**src/kaa_ram.sv**
```systemverilog
module kaa_ram #(
  parameter int WIDTH = 16,
  parameter int DEPTH = 16,
  localparam int AW = (DEPTH > 1) ? $clog2(DEPTH) : 1
) (
  input  logic             clk,
  input  logic             we,
  input  logic [AW-1:0]    wr_addr,
  input  logic [WIDTH-1:0] wr_data,
  input  logic [AW-1:0]    rd_addr,
  output logic [WIDTH-1:0] rd_data
);

  logic [WIDTH-1:0] mem_r [DEPTH];
  logic [WIDTH-1:0] rd_data_r;

  always_ff @(posedge clk) begin
    if (we) begin
      mem_r[wr_addr] <= wr_data;
    end
    rd_data_r <= mem_r[rd_addr];
  end

  assign rd_data = rd_data_r;

endmodule

```
**config.mk**
```make
export PLATFORM = sky130hd
export DESIGN_NAME = kaa_ram
export DESIGN_NICKNAME = d
export VERILOG_FILES = /design/src/kaa_ram.sv
export SDC_FILE = /design/constraint.sdc
export NUM_CORES = 1
export LEC_CHECK = 0
export BUFFER_PORTS_ARGS = -buffer_cell sky130_fd_sc_hd__buf_2
export CORE_MARGIN = 2
export CORE_UTILIZATION = 32
export CTS_CLUSTER_SIZE = 40
export DETAILED_ROUTE_END_ITERATION = 12
export SYNTH_ARGS = -nofsm -noshare
export SYNTH_HDL_FRONTEND = slang
export SYNTH_SLANG_ARGS = --single-unit
```
**constraint.sdc**
```tcl
create_clock -name clk -period 3.28 [get_ports clk]
set_clock_uncertainty 0.05 [all_clocks]
set_input_delay 0 -clock clk [delete_from_list [all_inputs] [get_ports clk]]
set_output_delay 0 -clock clk [all_outputs]
set_load 0.005 [all_outputs]
```
==> run metrics <==
met3 Track Usage GR 0.0234; met1 Use GR 0.170; most frequent cells in the layout 256 x edfxtp_1, 54 x mux4_2, 40 x buf_2, 32 x a22oi_1, 29 x clkbuf_16; total global routing overflow 0; Post-route DRC 0; post-route setup slack 1570 ps; startpoint types input pin; Worst Hold Path Cells 4; first-pass GRT wire length 30600 um; DRT iter0 DRCs 338; Initial Util 0.327; required time worst endpoint 3450 ps; gpl congestion 0.720; Core ar. around 30000 um2; area occupied by multi-input gates approximately 2000 um2; Syn Nets 458; Post-Route WL 19800 um; Relative slew margins 0.362; Internal Power 6.11 mW; Via density 4.87; Die H 181 um; I/O pins 42; crit-path max FO 9; area share of the largest cell type after synthesis 0.765; total CTS buffers 29; Gate power share 0.047; Clock power frac 0.436; Seq/Total Area, Yosys 0.797; reg2reg start mem_r[0][3]$_DFFE_PP_; Avg WL per Cell 21.1 um; pre-CTS setup slack 1380 ps; root buffer cell clkbuf_16; Hold Crit Start rd_addr[1]; # diodes 0; most common cell after layout, fill and taps aside edfxtp_1; Final nets 548; Peak Freq a little under 0.6 GHz; area grow syn2layout 19.7%; Worst-path clk slew approximately 60 ps; worst hold path type input pin to flop; Yosys warning count 0; Leak 3.92 nW; unrepaired setup endpoints after global routing false; sequential share of power 0.517; area leader, netlist edfxtp_1; post-DP HPWL approximately 12000 um; Distinct cells, synth 19; outcome complete, no violations; endpoints failing hold 0; Reg area approximately 8000 um2; clock buffer depth 3; Die Wd 181 um; share of layout cells above drive strength 1 0.322; Max rail drop VDD 0.319 mV; gr busiest metal met2; Hold Path Sink rd_data[14]$_DFF_P_; antenna violations before repair 0; synthesized cell area approximately 10000 um2; worst slew pin tran 956 ps; num rows 64; Worst Reg-to-Reg Cells 3; critical path capture point type flop; reported net switching power 1.44 mW; synthesized flop and latch total 272; Mean Syn Cell Area 23.2 um2; endpoints failing setup 0; Net Sw Frac 0.191; cells after synthesis 432; Synth area leaders edfxtp_1 77%, mux4_2 12%, dfxtp_1 3.2%, mux4_1 2.6%, a22oi_1 2.4%; gr usage total 0.122; Critical Setup Path Class input pin to flop; First-pass DRT Iterations 4; min Tclk post-route 1710 ps; M2 GR Usage 0.202; Final Max Slew Viols 0; largest net degree at the start of global routing 52; worst skew pair latency approximately 520 ps; CTS tree yes; Data arrival, critical path around 1900 ps; # H-tree levels 1; CTS Sinks approximately 270; PwrDens 628 nW/um2; R2R setup slack between 1500 and 2000 ps; die area about 33000 um2; Max-Cap Viols 0; vias in the first global route 5014; reg2reg end rd_data[3]$_DFF_P_; Vias around 4600; post-route setup TNS 0 ps; IO Port Bufs 41; antenna viol nets, final 0; Final Cycle Share 0.522; fill count 2759
-- worst max path at each step --
stage / endpoint / startpoint / depth (start not counted) / slack, ps
after floorplan: mem_r[0][0]$_DFFE_PP_ / wr_addr[2] / 2 / 1170
after global placement: mem_r[2][1]$_DFFE_PP_ / wr_addr[2] / 3 / 1490
after detailed placement: mem_r[2][0]$_DFFE_PP_ / wr_addr[2] / 3 / 1380
after CTS: mem_r[11][14]$_DFFE_PP_ / wr_addr[1] / 5 / 1550
after global routing: mem_r[11][12]$_DFFE_PP_ / wr_addr[0] / 5 / 1470
final: mem_r[11][9]$_DFFE_PP_ / wr_addr[0] / 5 / 1570
-- stage by stage --
step	hold WS, ps	total power, mW	cells	cell area (um2)	util
after CTS	88.8	7.63	939	12000	0.391
after global routing	125	7.80	939	12000	0.391
after floorplan	48.9	4.17	432	10000	-
after global placement	329	4.31	868	10800	0.353
after detailed placement	331	4.32	868	10800	0.353
final	93.8	7.55	939	12000	0.391
-- cell type report --
class | count | share of cell area
flip-flops and latches | 272 | 0.666
multi-input cells | 139 | 0.163
clock buffers | 42 | 0.0694
repair buffers | 80 | 0.0477
well taps | 396 | 0.0412
clock inverters | 10 | 0.0126
-- critical path, cell delays in order --
cell and delay (ps):
dlygate4sd3_1 530, buf_2 190, nand2_1 170, nor2_2 660, buf_4 330
-- cells by family (layout without fill, tap and decap cells) --
logic type,after synthesis,count (layout),share of synthesized area
AOI/OAI and AO/OA,32,32,0.0239
buffers and inverters,21,132,0.0123
DFF,272,272,0.797
muxes,64,64,0.147
and+or+nand+nor,43,43,0.0192
-- sequential cells by signal, summed over array words and instances, names as in the netlist --
name     cells
mem_r      256
rd_data     16
-- power by group through the flow --
stage	logic, mW	registers, mW	clock network [mW]
6_report	0.352	3.91	3.30
4_1_cts	0.363	3.91	3.36
2_1_floorplan	0.189	3.98	0
3_5_place_dp	0.344	3.98	0
5_1_grt	0.386	3.91	3.51
3_3_place_gp	0.335	3.98	0
-- what timing repair did --
item	4_1_cts	5_1_grt
hold buffers	19	0
setup endpoints to repair	0	0
setup buffers	0	0
hold endpoints to repair	269	0
gates resized for setup	0	0
-- Yosys cell counts (all sizes together) --
cell and n:
edfxtp 256, mux4 64, nand2b 2, and2 1, or3b 1, nand3b 2, a22oi 32, nor2 13
dfxtp 16, buf 13, nand2 17, nand3 1, nor2b 2, nor3 4, clkbuf 8
-- per-layer routing --
layer	up-vias	share of wire
li1	2020	-
met1	2418	0.43
met2	115	0.49
met3	19	0.064
met4	0	0.0087
met5	-	0
Note: power is estimated with default switching activity, not from simulation.
